==> src/rtl/core/lpf_pkg.sv <==
// Shared types and constants for the length-prefixed record frame parser.
// No dependencies; every other file of the block but lpf_if imports this package.
package lpf_pkg;

  // Number of 7-bit length groups that are added into the byte count.
  localparam int LENGTH_GROUPS = 3;
  localparam int LEN_BITS      = 7;
  localparam int REMAIN_W      = LEN_BITS * LENGTH_GROUPS;
  localparam int GROUP_W       = $clog2(LENGTH_GROUPS + 1);
  localparam int POS_W         = 4;

  // Byte codes of the stream.
  localparam logic [7:0] START_LIMIT = 8'h80;
  localparam logic [7:0] LEN_MASK    = 8'h7F;
  localparam logic [7:0] ACK_BYTE    = 8'h31;
  localparam logic [7:0] RECORD_TYPE = 8'h31;
  localparam logic [7:0] CAT_CODE_A  = 8'h0C;
  localparam logic [7:0] CAT_CODE_B  = 8'h02;
  localparam logic [7:0] CAT_MARK    = 8'h80;
  localparam logic [1:0] VALUE_HI_MASK = 2'h3;

  // Data positions inside a record frame.
  localparam logic [POS_W-1:0] POS_COUNT_LO = 4'd1;
  localparam logic [POS_W-1:0] POS_COUNT_HI = 4'd2;
  localparam logic [POS_W-1:0] POS_CATEGORY = 4'd3;
  localparam logic [POS_W-1:0] POS_MARK     = 4'd4;
  localparam logic [POS_W-1:0] POS_TIME_A   = 4'd5;
  localparam logic [POS_W-1:0] POS_TIME_A_E = 4'd8;
  localparam logic [POS_W-1:0] POS_TIME_B   = 4'd9;
  localparam logic [POS_W-1:0] POS_TIME_B_E = 4'd12;
  localparam logic [POS_W-1:0] POS_VALUE_LO = 4'd13;
  localparam logic [POS_W-1:0] POS_VALUE_HI = 4'd14;
  localparam logic [POS_W-1:0] POS_MAX      = 4'd15;

  // Parser phase.
  typedef enum logic [1:0] {
    PH_IDLE = 2'd0,
    PH_LEN  = 2'd1,
    PH_TYPE = 2'd2,
    PH_DATA = 2'd3
  } phase_t;

  // Control from the framing state machine to the record accumulator.
  typedef struct packed {
    logic             accept;
    logic             ack;
    logic             take_type;
    logic             data_byte;
    logic [POS_W-1:0] data_pos;
  } ctl_t;

  // One result transaction.
  typedef struct packed {
    logic        ack_seen;
    logic        record_valid;
    logic        record_category;
    logic [9:0]  record_value;
    logic [15:0] record_count;
    logic [31:0] record_time;
  } result_t;

endpackage

==> src/rtl/core/lpf_if.sv <==
// Valid/ready stream interfaces for the input bytes and the parser results.
// No dependencies; the field widths are written out in the interfaces.
interface lpf_in_if;
  logic       valid;
  logic       ready;
  logic [7:0] rx_byte;

  modport source (output valid, output rx_byte, input ready);
  modport sink   (input valid, input rx_byte, output ready);
endinterface

interface lpf_out_if;
  logic        valid;
  logic        ready;
  logic        ack_seen;
  logic        record_valid;
  logic        record_category;
  logic [9:0]  record_value;
  logic [15:0] record_count;
  logic [31:0] record_time;

  modport source (output valid, output ack_seen, output record_valid,
                  output record_category, output record_value,
                  output record_count, output record_time, input ready);
  modport sink   (input valid, input ack_seen, input record_valid,
                  input record_category, input record_value,
                  input record_count, input record_time, output ready);
endinterface

==> src/rtl/core/lpf_frame_fsm.sv <==
// Framing state machine: idle, length groups, type byte and data countdown.
// Depends on lpf_pkg; drives the control struct for lpf_record_acc.
module lpf_frame_fsm (
  input  logic          clk,
  input  logic          rst_n,
  input  logic          accept,
  input  logic [7:0]    rx_byte,
  output lpf_pkg::ctl_t ctl
);
  import lpf_pkg::*;

  phase_t              phase_r, phase_nxt;
  logic [REMAIN_W-1:0] remain_r, remain_nxt;
  logic [GROUP_W-1:0]  group_r, group_nxt;
  logic [POS_W-1:0]    pos_r, pos_nxt;
  logic                cont_byte;
  logic [REMAIN_W-1:0] len_low;
  logic [REMAIN_W-1:0] len_addend;

  // A byte above 0x80 continues (or starts) the length field.
  assign cont_byte  = (rx_byte > START_LIMIT);
  assign len_low    = REMAIN_W'(rx_byte & LEN_MASK);
  assign len_addend = len_low << (LEN_BITS * int'(group_r));

  // Next-state logic.
  always_comb begin
    phase_nxt  = phase_r;
    remain_nxt = remain_r;
    group_nxt  = group_r;
    pos_nxt    = pos_r;
    case (phase_r)
      PH_IDLE: begin
        if (cont_byte) begin
          phase_nxt  = PH_LEN;
          remain_nxt = len_low;
          group_nxt  = GROUP_W'(1);
        end
      end
      PH_LEN: begin
        if (cont_byte) begin
          if (group_r < GROUP_W'(LENGTH_GROUPS)) begin
            remain_nxt = remain_r + len_addend;
            group_nxt  = group_r + GROUP_W'(1);
          end
        end else begin
          phase_nxt = PH_DATA;
          pos_nxt   = '0;
        end
      end
      PH_TYPE: begin
        phase_nxt = PH_DATA;
        pos_nxt   = '0;
      end
      PH_DATA: begin
        if (pos_r < POS_MAX) begin
          pos_nxt = pos_r + POS_W'(1);
        end
        if (remain_r <= REMAIN_W'(1)) begin
          remain_nxt = '0;
          phase_nxt  = PH_IDLE;
          pos_nxt    = '0;
          group_nxt  = '0;
        end else begin
          remain_nxt = remain_r - REMAIN_W'(1);
        end
      end
      default: begin
        phase_nxt = PH_IDLE;
      end
    endcase
  end

  // Output logic toward the record accumulator.
  always_comb begin
    ctl.accept    = accept;
    ctl.ack       = 1'b0;
    ctl.take_type = 1'b0;
    ctl.data_byte = 1'b0;
    ctl.data_pos  = pos_r;
    case (phase_r)
      PH_IDLE: ctl.ack       = !cont_byte && (rx_byte == ACK_BYTE);
      PH_LEN:  ctl.take_type = !cont_byte;
      PH_TYPE: ctl.take_type = 1'b1;
      PH_DATA: ctl.data_byte = 1'b1;
      default: ctl.ack       = 1'b0;
    endcase
  end

  // State registers advance once per accepted transaction.
  always_ff @(posedge clk) begin
    if (!rst_n) begin
      phase_r  <= PH_IDLE;
      remain_r <= '0;
      group_r  <= '0;
      pos_r    <= '0;
    end else if (accept) begin
      phase_r  <= phase_nxt;
      remain_r <= remain_nxt;
      group_r  <= group_nxt;
      pos_r    <= pos_nxt;
    end
  end

endmodule

==> src/rtl/core/lpf_record_acc.sv <==
// Record field accumulator: frame type, count, category, time and value.
// Depends on lpf_pkg; controlled by lpf_frame_fsm, feeds the output register.
module lpf_record_acc (
  input  logic             clk,
  input  lpf_pkg::ctl_t    ctl,
  input  logic [7:0]       rx_byte,
  output lpf_pkg::result_t result
);
  import lpf_pkg::*;

  logic [7:0]  kind_r, kind_nxt;
  logic        cat_ok_r, cat_ok_nxt;
  logic        cat_sel_r, cat_sel_nxt;
  logic [9:0]  value_r, value_nxt;
  logic [15:0] count_r, count_nxt;
  logic [31:0] time_r, time_nxt;
  logic [1:0]  lane_a;
  logic [1:0]  lane_b;
  logic        emit;

  assign lane_a = 2'(ctl.data_pos - POS_TIME_A);
  assign lane_b = 2'(ctl.data_pos - POS_TIME_B);

  // Field updates for the current byte.
  always_comb begin
    kind_nxt    = kind_r;
    cat_ok_nxt  = cat_ok_r;
    cat_sel_nxt = cat_sel_r;
    value_nxt   = value_r;
    count_nxt   = count_r;
    time_nxt    = time_r;
    emit        = 1'b0;
    if (ctl.take_type) begin
      kind_nxt   = rx_byte;
      cat_ok_nxt = 1'b0;
    end else if (ctl.data_byte && (kind_r == RECORD_TYPE)) begin
      case (ctl.data_pos) inside
        POS_COUNT_LO: count_nxt = {count_r[15:8], rx_byte};
        POS_COUNT_HI: count_nxt = {rx_byte, count_r[7:0]};
        POS_CATEGORY: begin
          cat_ok_nxt  = (rx_byte == CAT_CODE_A) || (rx_byte == CAT_CODE_B);
          cat_sel_nxt = (rx_byte == CAT_CODE_B);
        end
        POS_MARK: begin
          if (rx_byte != CAT_MARK) begin
            cat_ok_nxt = 1'b0;
          end
        end
        [POS_TIME_A:POS_TIME_A_E]: begin
          time_nxt = (time_r & ~(32'hFF << (8 * int'(lane_a))))
                   | (32'(rx_byte) << (8 * int'(lane_a)));
        end
        [POS_TIME_B:POS_TIME_B_E]: begin
          time_nxt = time_r + (32'(rx_byte) << (8 * int'(lane_b)));
        end
        POS_VALUE_LO: value_nxt = {value_r[9:8], rx_byte};
        POS_VALUE_HI: begin
          value_nxt = {rx_byte[1:0] & VALUE_HI_MASK, value_r[7:0]};
          emit      = cat_ok_r && (value_nxt != '0);
        end
        default: emit = 1'b0;
      endcase
    end
  end

  // Result of this transaction; record fields read as zero when not emitted.
  always_comb begin
    result.ack_seen        = ctl.ack;
    result.record_valid    = emit;
    result.record_category = emit ? cat_sel_r : 1'b0;
    result.record_value    = emit ? value_nxt : '0;
    result.record_count    = emit ? count_r : '0;
    result.record_time     = emit ? time_r : '0;
  end

  // Every field is written before it is read within a frame.
  always_ff @(posedge clk) begin
    if (ctl.accept) begin
      kind_r    <= kind_nxt;
      cat_ok_r  <= cat_ok_nxt;
      cat_sel_r <= cat_sel_nxt;
      value_r   <= value_nxt;
      count_r   <= count_nxt;
      time_r    <= time_nxt;
    end
  end

endmodule

==> src/rtl/core/length_prefixed_record_frame_parser.sv <==
// Length-prefixed record frame parser, top level.
// Each accepted byte's result is registered in the output register, which frees as
// its result is taken. Throughput: one byte per cycle while out_ch is not stalled.
// Reset: synchronous active-low rst_n returns the parser to idle and empties
// the output register; no clearing pass is needed.
// Depends on lpf_pkg, lpf_if, lpf_frame_fsm and lpf_record_acc.
module length_prefixed_record_frame_parser (
  input  logic           clk,
  input  logic           rst_n,
  lpf_in_if.sink         in_ch,
  lpf_out_if.source      out_ch
);
  import lpf_pkg::*;

  logic    accept;
  ctl_t    ctl;
  result_t result;
  logic    out_valid_r;
  result_t out_data_r;

  // A byte is taken whenever the output register is empty or being drained.
  assign in_ch.ready = !out_valid_r || out_ch.ready;
  assign accept      = in_ch.valid && in_ch.ready;

  lpf_frame_fsm u_fsm (
    .clk     (clk),
    .rst_n   (rst_n),
    .accept  (accept),
    .rx_byte (in_ch.rx_byte),
    .ctl     (ctl)
  );

  lpf_record_acc u_acc (
    .clk     (clk),
    .ctl     (ctl),
    .rx_byte (in_ch.rx_byte),
    .result  (result)
  );

  // Output register valid flag.
  always_ff @(posedge clk) begin
    if (!rst_n) begin
      out_valid_r <= 1'b0;
    end else if (accept) begin
      out_valid_r <= 1'b1;
    end else if (out_ch.ready) begin
      out_valid_r <= 1'b0;
    end
  end

  // Output register payload.
  always_ff @(posedge clk) begin
    if (accept) begin
      out_data_r <= result;
    end
  end

  assign out_ch.valid           = out_valid_r;
  assign out_ch.ack_seen        = out_data_r.ack_seen;
  assign out_ch.record_valid    = out_data_r.record_valid;
  assign out_ch.record_category = out_data_r.record_category;
  assign out_ch.record_value    = out_data_r.record_value;
  assign out_ch.record_count    = out_data_r.record_count;
  assign out_ch.record_time     = out_data_r.record_time;

endmodule

==> src/flat_wrapper.sv <==
// flat-port wrapper written by rule: the top's interface ports become plain ports
module length_prefixed_record_frame_parser_flat import lpf_pkg::*;
  (clk, rst_n, in_ch_valid, in_ch_rx_byte, in_ch_ready, out_ch_valid, out_ch_ack_seen, out_ch_record_valid, out_ch_record_category, out_ch_record_value, out_ch_record_count, out_ch_record_time, out_ch_ready);
  lpf_in_if in_ch_i ();
  lpf_out_if out_ch_i ();
  input  logic clk;
  input  logic rst_n;
  input wire logic [$bits(in_ch_i.valid)-1:0] in_ch_valid;
  input wire logic [$bits(in_ch_i.rx_byte)-1:0] in_ch_rx_byte;
  output wire logic [$bits(in_ch_i.ready)-1:0] in_ch_ready;
  output wire logic [$bits(out_ch_i.valid)-1:0] out_ch_valid;
  output wire logic [$bits(out_ch_i.ack_seen)-1:0] out_ch_ack_seen;
  output wire logic [$bits(out_ch_i.record_valid)-1:0] out_ch_record_valid;
  output wire logic [$bits(out_ch_i.record_category)-1:0] out_ch_record_category;
  output wire logic [$bits(out_ch_i.record_value)-1:0] out_ch_record_value;
  output wire logic [$bits(out_ch_i.record_count)-1:0] out_ch_record_count;
  output wire logic [$bits(out_ch_i.record_time)-1:0] out_ch_record_time;
  input wire logic [$bits(out_ch_i.ready)-1:0] out_ch_ready;
  assign in_ch_i.valid = in_ch_valid;
  assign in_ch_i.rx_byte = in_ch_rx_byte;
  assign in_ch_ready = in_ch_i.ready;
  assign out_ch_valid = out_ch_i.valid;
  assign out_ch_ack_seen = out_ch_i.ack_seen;
  assign out_ch_record_valid = out_ch_i.record_valid;
  assign out_ch_record_category = out_ch_i.record_category;
  assign out_ch_record_value = out_ch_i.record_value;
  assign out_ch_record_count = out_ch_i.record_count;
  assign out_ch_record_time = out_ch_i.record_time;
  assign out_ch_i.ready = out_ch_ready;
  length_prefixed_record_frame_parser u_core (.clk(clk), .rst_n(rst_n), .in_ch(in_ch_i), .out_ch(out_ch_i));
endmodule
==> config.mk <==
export PLATFORM = sky130hd
export DESIGN_NAME = length_prefixed_record_frame_parser_flat
export DESIGN_NICKNAME = d
export VERILOG_FILES = /design/src/rtl/core/lpf_pkg.sv /design/src/rtl/core/lpf_if.sv /design/src/rtl/core/lpf_frame_fsm.sv /design/src/rtl/core/lpf_record_acc.sv /design/src/rtl/core/length_prefixed_record_frame_parser.sv /design/src/flat_wrapper.sv
export SDC_FILE = /design/constraint.sdc
export NUM_CORES = 1
export LEC_CHECK = 0
export BUFFER_PORTS_ARGS = -buffer_cell sky130_fd_sc_hd__buf_2
export CAP_MARGIN = 10
export CORE_MARGIN = 2
export CORE_UTILIZATION = 50
export CTS_CLUSTER_SIZE = 10
export DETAILED_ROUTE_END_ITERATION = 12
export GPL_TIMING_DRIVEN = 0
export MAX_ROUTING_LAYER = met4
export PLACE_DENSITY = 0.71
export SYNTH_ARGS = -nofsm -noshare
export SYNTH_HDL_FRONTEND = slang
export SYNTH_SLANG_ARGS = --single-unit
==> constraint.sdc <==
create_clock -name clk -period 4.1 [get_ports clk]
set_input_delay 0.615 -clock clk [delete_from_list [all_inputs] [get_ports clk]]
set_output_delay 0.615 -clock clk [all_outputs]
set_load 0.02 [all_outputs]
==> results of run 1 <==
==> logic make-up after synthesis <==
kind of cell               count (synthesis)  share of synthesized area, %
and+or+nand+nor                          341                          18.3
AOI/OAI and AO/OA                        299                          19.4
DFF                                      159                          45.2
buffers and inverters                     70                          2.72
adders and majority gates                 67                          8.62
xor gates and xnor gates                  47                          4.16
muxes                                     15                          1.64
==> stage by stage <==
step | TNS, ns | cells | setup slack [ns]
floorplan | 0 | 998 | 0.148
global placement | -71.84 | 1336 | -1.88
detailed placement | -2.24 | 1339 | -0.328
CTS | 0 | 1371 | 0.0185
global route | 0 | 1374 | 0.0302
finish | 0 | 1374 | 0.236
==> registers in the layout, indices dropped and copies added, names as in the netlist, 2 cells and up <==
name                        count
u_core.out_ch.record_count     16
u_core.u_fsm.remain_r          21
u_core.u_fsm.phase_r            2
u_core.u_acc.count_r           16
u_core.u_fsm.pos_r              4
u_core.out_ch.record_value     10
u_core.u_acc.kind_r             8
u_core.u_acc.value_r           10
u_core.u_fsm.group_r            2
u_core.out_ch.record_time      32
u_core.u_acc.time_r            32
==> where the power goes <==
group	total, µW	internal [µW]	switching (µW)
sequential	1830	1800	29.2
clock	1510	798	715
combinational	646	235	411
==> layout make-up <==
cell class,count,area share [%]
sequential,159,39.8
clock inverter,14,1.11
clock buffer,18,3.81
timing repair buffer,79,3.75
inverter,29,0.990
tap,265,2.95
multi-input combinational,769,46.2
buffer,41,1.46
==> cells in the final DEF, fill, tap and decap left out, types with 10 or more instances in the layout <==
cell / instances
ha_1: 65
mux2_2: 10
xnor2_1: 30
o21ai_0: 73
edfxtp_1: 129
nand2_1: 61
buf_2: 75
dfxtp_1: 29
nand3_1: 14
a21oi_1: 86
a21o_1: 19
clkbuf_16: 17
xor2_1: 17
nor3_1: 18
o21bai_1: 10
nor4_1: 11
a211oi_1: 29
and2_1: 118
inv_1: 26
and3_1: 16
nor2_1: 62
clkbuf_1: 33
==> critical path, delay by kind of cell, from the launching register on <==
kind / cells / cell delay (ns)
AO/OA/AOI/OAI: 5 / 1.07
XOR/XNOR: 1 / 0.18
adder cells (fa/ha/maj): 2 / 0.63
buffers and inverters: 2 / 0.33
flip-flops: 1 / 0.40
AND/OR/NAND/NOR: 5 / 0.99
==> metal layers <==
metal | global-route usage, % | part of all wire (%) | wire [µm] | vias up
li1 | - | - | - | 3893
met1 | 34.8 | 46 | 11100 | 3692
met2 | 36.2 | 45 | 10900 | 306
met3 | 4.44 | 7.2 | 1750 | 48
met4 | 8.23 | 2.3 | 554 | 0
met5 | - | 0 | 0 | -
==> worst paths after layout <==
kind | end | cells after the start | from
worst max-delay path | u_core.u_acc.time_r[31] | 15 | u_core.u_fsm.pos_r[0]
worst min register to register | u_core.out_ch.record_count[8] | 1 | u_core.u_acc.count_r[8]
worst max register to register | u_core.u_acc.time_r[31] | 15 | u_core.u_fsm.pos_r[0]
worst min-delay path | u_core.out_ch.valid | 3 | in_ch_valid
==> repair_timing <==
| action | 4_1_cts | 5_1_grt |
|---|---|---|
| setup buffers | 0 | 2 |
| endpoints found under the setup margin | 8 | 13 |
| gates resized for setup | 5 | 10 |
==> key figures, run 1 <==
Run status
  – Status: completed

Routing
  – ANT nets after route: 0
  – DRT iter0 DRCs: 714
  – Wire per inst: 17.7 µm
  – Drt total wl: 24300 µm
  – Number of remaining DRC errors: 0
  – Vias: a little under 8000
  – Vias per inst: 5.78
  – Drt pass-1 iters: 5

Synthesis
  – Synth top area cells: edfxtp_1, ha_1, and2_1, dfxtp_1, a21oi_1
  – Most used flip-flop cell after synthesis: edfxtp_1
  – Async set-reset flop share out of synthesis: 0%
  – Seq/Total Area, Yosys: 45.2%
  – Post-synth top area cell: edfxtp_1
  – Seq cells post-synth: 159
  – Share of the synthesized area in the top cell type: 39.1%
  – Synth cell count leaders: edfxtp_1, and2_1, a21oi_1
  – Most numerous cell in the Yosys netlist: edfxtp_1
  – Synthesized area per cell: 9.92 µm²
  – Mapped Nets: 1077
  – Post-Syn Instances: 998
  – Number of synthesized flops with an enable pin: ~130
  – Yosys warns: 0
  – Cell Area, Synth: roughly 9900 µm²
  – Synth cell types: a little over 70

Clock network
  – H-tree depth: 4
  – Clk slew on worst S/H paths: 0.07 ns
  – Clock Path Buffers: 2
  – Hold_buf cts: 0
  – Clk Latency, worst-skew pair: 0.44 ns
  – Clk sinks: 159
  – CTS Buf Count: 17
  – CTS Root Cell: clkbuf_16
  – CTS tree: yes

GRT
  – Grt ovf: 0
  – Initial antenna violation count: 0
  – Largest net degree at the start of global routing: 73
  – Global-route wire length before repair: 38400 µm
  – Number of global-route vias before repair: 7310
  – Tot GR Track Use: 24.7%

Critical path
  – Critical path type: register to register
  – Critical path arrival: 4.03 ns
  – WP data required: 4.26 ns
  – Critical path startpoint category: register
  – Worst R2R Setup Slack: 0.24 ns
  – Worst Setup End Kind: register
  – Crit-path slowest cell: dfxtp_2
  – Crit path cell chain: inv_1 -> ha_1 -> clkbuf_2 -> nor2b_4 -> and2_1 -> ha_1 -> and3_1 -> and2_1 -> a221o_1 -> nand3_1 -> o211a_1 -> o21ai_1 -> a21oi_1 -> xor2_1 -> o2111ai_1
  – Slowest stage delay, CP: roughly 0.40 ns
  – Critical Path Fanout Max: 10

STA
  – Fin. Hold Viols: 0
  – Hold slack: 0.426 ns
  – Final period utilization: 94.2%
  – Max-slew headroom: 31.4%
  – Worst slew pin tran: ~1 ns
  – Fin. max-slew vios: 0
  – Max Clk Rate: 0.259 GHz
  – RSZ-0062 raised after global routing: no
  – Final worst path period need: just under 4 ns
  – Final setup vio count: 0
  – Layout Skew: 0.00960 ns

Layout
  – Layout cells sized above 1: 13.3%
  – Ant. Diodes: 0
  – Design area: 11300 µm²
  – Final Util: 57.8%
  – Multi-input combinational cell area: 5190 µm²
  – Register Area: ~4500 µm²
  – Fillcell total: 1679
  – Post-layout net count: 1175
  – Area Overhead vs Synth: 13.6%

Floorplanning
  – Die Wd: 145 µm
  – IO Count: 75
  – Core Region: 19500 µm²
  – Die area: 20900 µm²
  – Initial Utilization: 50.9%
  – Overall die height: 145 µm
  – Row cnt: 51

Job
  – MaxCap Viol Count: 0

Placement
  – Dpl cell area: 10600 µm²
  – Number of port buffers: 73
  – Routability cong.: 0.900
  – Post-DP HPWL: 17200 µm

Pwr
  – Pleak: around 0.0045 µW
  – Peak VDD IR: 0.296 mV
  – Total Power: 3990 µW
  – Power Dens Cells: ~350 nW/µm²

Min path
  – Hold Crit Class: input port to register
No activity file was read; power rests on OpenSTA's default activity.
==> run 2, diff against run 1 <==
--- a/config.mk
+++ b/config.mk
@@ -7,13 +7,15 @@
 export LEC_CHECK = 0
 export BUFFER_PORTS_ARGS = -buffer_cell sky130_fd_sc_hd__buf_2
 export CAP_MARGIN = 10
+export CELL_PAD_IN_SITES_DETAIL_PLACEMENT = 0
+export CELL_PAD_IN_SITES_GLOBAL_PLACEMENT = 1
 export CORE_MARGIN = 2
-export CORE_UTILIZATION = 50
+export CORE_UTILIZATION = 43
 export CTS_CLUSTER_SIZE = 10
 export DETAILED_ROUTE_END_ITERATION = 12
 export GPL_TIMING_DRIVEN = 0
 export MAX_ROUTING_LAYER = met4
-export PLACE_DENSITY = 0.71
+export PLACE_DENSITY_LB_ADDON = 0.1
 export SYNTH_ARGS = -nofsm -noshare
 export SYNTH_HDL_FRONTEND = slang
 export SYNTH_SLANG_ARGS = --single-unit
==> run 2 against run 1 <==
Effect of this change:
- core utilization shrank 7.7 points
- global-route usage is 2.2 points lower
- via count fell by 0.89%
- critical path type unchanged
==> key figures, run 2 (synthesis gave the netlist of run 1 again) <==
Run status
  – Status: completed

Routing
  – Drt pass-1 iters: 5
  – Number of remaining DRC errors: 0
  – Wire per inst: 18.6 µm
  – ANT nets after route: 0
  – Vias: 7868
  – Vias per inst: 5.65
  – Drt total wl: 25900 µm
  – DRT iter0 DRCs: 618

Critical path
  – Worst R2R Setup Slack: 0.26 ns
  – Critical Path Fanout Max: 10
  – Worst Setup SP: u_core.u_fsm.phase_r[1]
  – Worst Setup End Kind: register
  – WP data required: 4.38 ns
  – Critical path startpoint category: register
  – RR Endpoint: u_core.out_ch.record_time[0]
  – Critical path arrival: 4.12 ns
  – Critical path type: register to register
  – Worst reg-to-reg path cell count: 9
  – RR Startpoint: u_core.u_fsm.phase_r[1]
  – Worst setup path endpoint: u_core.out_ch.record_time[0]

Pwr
  – Clock power share: 40.5%
  – Power Dens Cells: 367 nW/µm²
  – Gate power share: between 10% and 20%
  – Peak VDD IR: 0.223 mV
  – Register share of total power: 43.8%
  – Pleak: about 0.0045 µW
  – Cell-internal power: 2970 µW
  – Sw frac: 28.9%
  – Switching power: 1200 µW
  – Total Power: 4170 µW

GRT
  – Grt ovf: 0
  – Tot GR Track Use: between 20 and 25%
  – Global-route wire length before repair: 41200 µm
  – Number of global-route vias before repair: 7509
  – Initial antenna violation count: 0
  – Largest net degree at the start of global routing: 72

Floorplanning
  – Row cnt: 55
  – Die area: approximately 24000 µm²
  – Die Wd: roughly 160 µm
  – Initial Utilization: 43.7%
  – Core Region: 22600 µm²
  – IO Count: 75
  – Overall die height: 156 µm

Layout
  – Ant. Diodes: 0
  – Most frequent cells in the layout: edfxtp_1, and2_1, a21oi_1
  – Commonest non-fill, non-tap cell in the layout: edfxtp_1
  – Final Util: 50.2%
  – Layout cells sized above 1: 13.4%
  – Area Overhead vs Synth: 14.7%
  – Fillcell total: 2093
  – Post-layout net count: 1174

Clock network
  – CTS Buf Count: 17
  – H-tree depth: 4
  – Clk slew on worst S/H paths: about 0.07 ns
  – Clock Path Buffers: 2
  – CTS Root Cell: clkbuf_16
  – Hold_buf cts: 0
  – Clk sinks: 159
  – CTS tree: yes
  – Clk Latency, worst-skew pair: 0.43 ns

STA
  – Fin. Hold Viols: 0
  – Max-slew headroom: 26.8%
  – Worst slew pin tran: 1.09 ns
  – Final worst path period need: 3.84 ns
  – Layout Skew: roughly 0.013 ns
  – Fin. max-slew vios: 0
  – Max Clk Rate: 0.260 GHz
  – RSZ-0062 raised after global routing: no
  – Final setup vio count: 0
  – Final period utilization: 93.6%

Placement
  – Number of port buffers: 73
  – Routability cong.: 0.866
  – Post-DP HPWL: about 18000 µm

Min path
  – Hold Crit Class: input port to register

Job
  – MaxCap Viol Count: 0
==> run 2: cell count changes in the layout (fill, tap and decap cells not counted), moves of 2 or more <==
cell,before,now
inv_8,2,6
buf_4,3,1
clkinv_4,3,1
clkinvlp_4,2,0
inv_6,7,5
bufinv_16,0,2
==> run 2: how the worst min path moves through the flow <==
| stage | from | end | slack, ns | cells after the start |
|---|---|---|---|---|
| 2_1_floorplan | u_core.u_fsm.group_r[1] | u_core.u_fsm.group_r[1] | 0.48 | 2 |
| 3_3_place_gp | u_core.u_acc.count_r[14] | u_core.out_ch.record_count[14] | 0.50 | 1 |
| 3_5_place_dp | u_core.u_acc.count_r[8] | u_core.out_ch.record_count[8] | 0.50 | 1 |
| 4_1_cts | in_ch_rx_byte[5] | u_core.u_acc.count_r[13] | 0.40 | 1 |
| 5_1_grt | in_ch_rx_byte[5] | u_core.u_acc.count_r[13] | 0.42 | 1 |
| 6_report | in_ch_rx_byte[5] | u_core.u_acc.count_r[13] | 0.41 | 1 |
==> run 2: repair_timing <==
item                                    CTS  global route
cloned                                    0             0
setup buffers                             0             0
resized for setup                         8             7
endpoints found under the setup margin   14            13
pin swaps                                 0             0
==> run 2: worst max-delay path: stages, from the launching register on <==
cell and delay, ns:
dfxtp_1 0.44, ha_1 0.42, nand3b_1 0.11, nor4_1 0.52, nand2_1 0.20, nor3_1 0.28
nand3_1 0.26, nor2_1 0.62, clkbuf_1 0.57, and2_1 0.25
==> run 2: power by group through the flow <==
stage               Combinational (µW)  Sequential [µW]  Clock (µW)
floorplan                          422             1900           0
global placement                   638             1870           0
detailed placement                 643             1860           0
CTS                                649             1830        1720
global route                       725             1830        1770
finish                             653             1830        1690
==> run 2: area by class of cell <==
type	instances	area, µm²	share of cell area [%]
multi-input combinational	769	5200	45.8
sequential	159	4480	39.4
timing repair buffer	78	435	3.83
clock buffer	17	425	3.75
tap	285	357	3.14
clock inverter	15	185	1.63
buffer	41	166	1.47
inverter	29	111	0.980
==> run 2: metal layers <==
| metal | global-route usage, % | vias to the layer above | wire length [µm] |
|---|---|---|---|
| met1 | 31.8 | 3745 | 12900 |
| met4 | 5.29 | 0 | 334 |
| met3 | 2.47 | 28 | 1070 |
| met5 | - | - | 0 |
| met2 | 34.9 | 210 | 11700 |
| li1 | - | 3885 | - |
==> run 2: through the flow <==
stage / TNS (ns) / instances / hold slack, ns / area [µm²] / setup WS (ns)
3_5_place_dp: -5.69 / 1360 / 0.503 / 10700 / -0.644
3_3_place_gp: -81.03 / 1356 / 0.501 / 10600 / -1.92
6_report: 0 / 1393 / 0.410 / 11400 / 0.261
4_1_cts: 0 / 1392 / 0.403 / 11300 / 0.0246
5_1_grt: 0 / 1393 / 0.415 / 11400 / 0.00566
2_1_floorplan: 0 / 998 / 0.479 / 9900 / 0.148
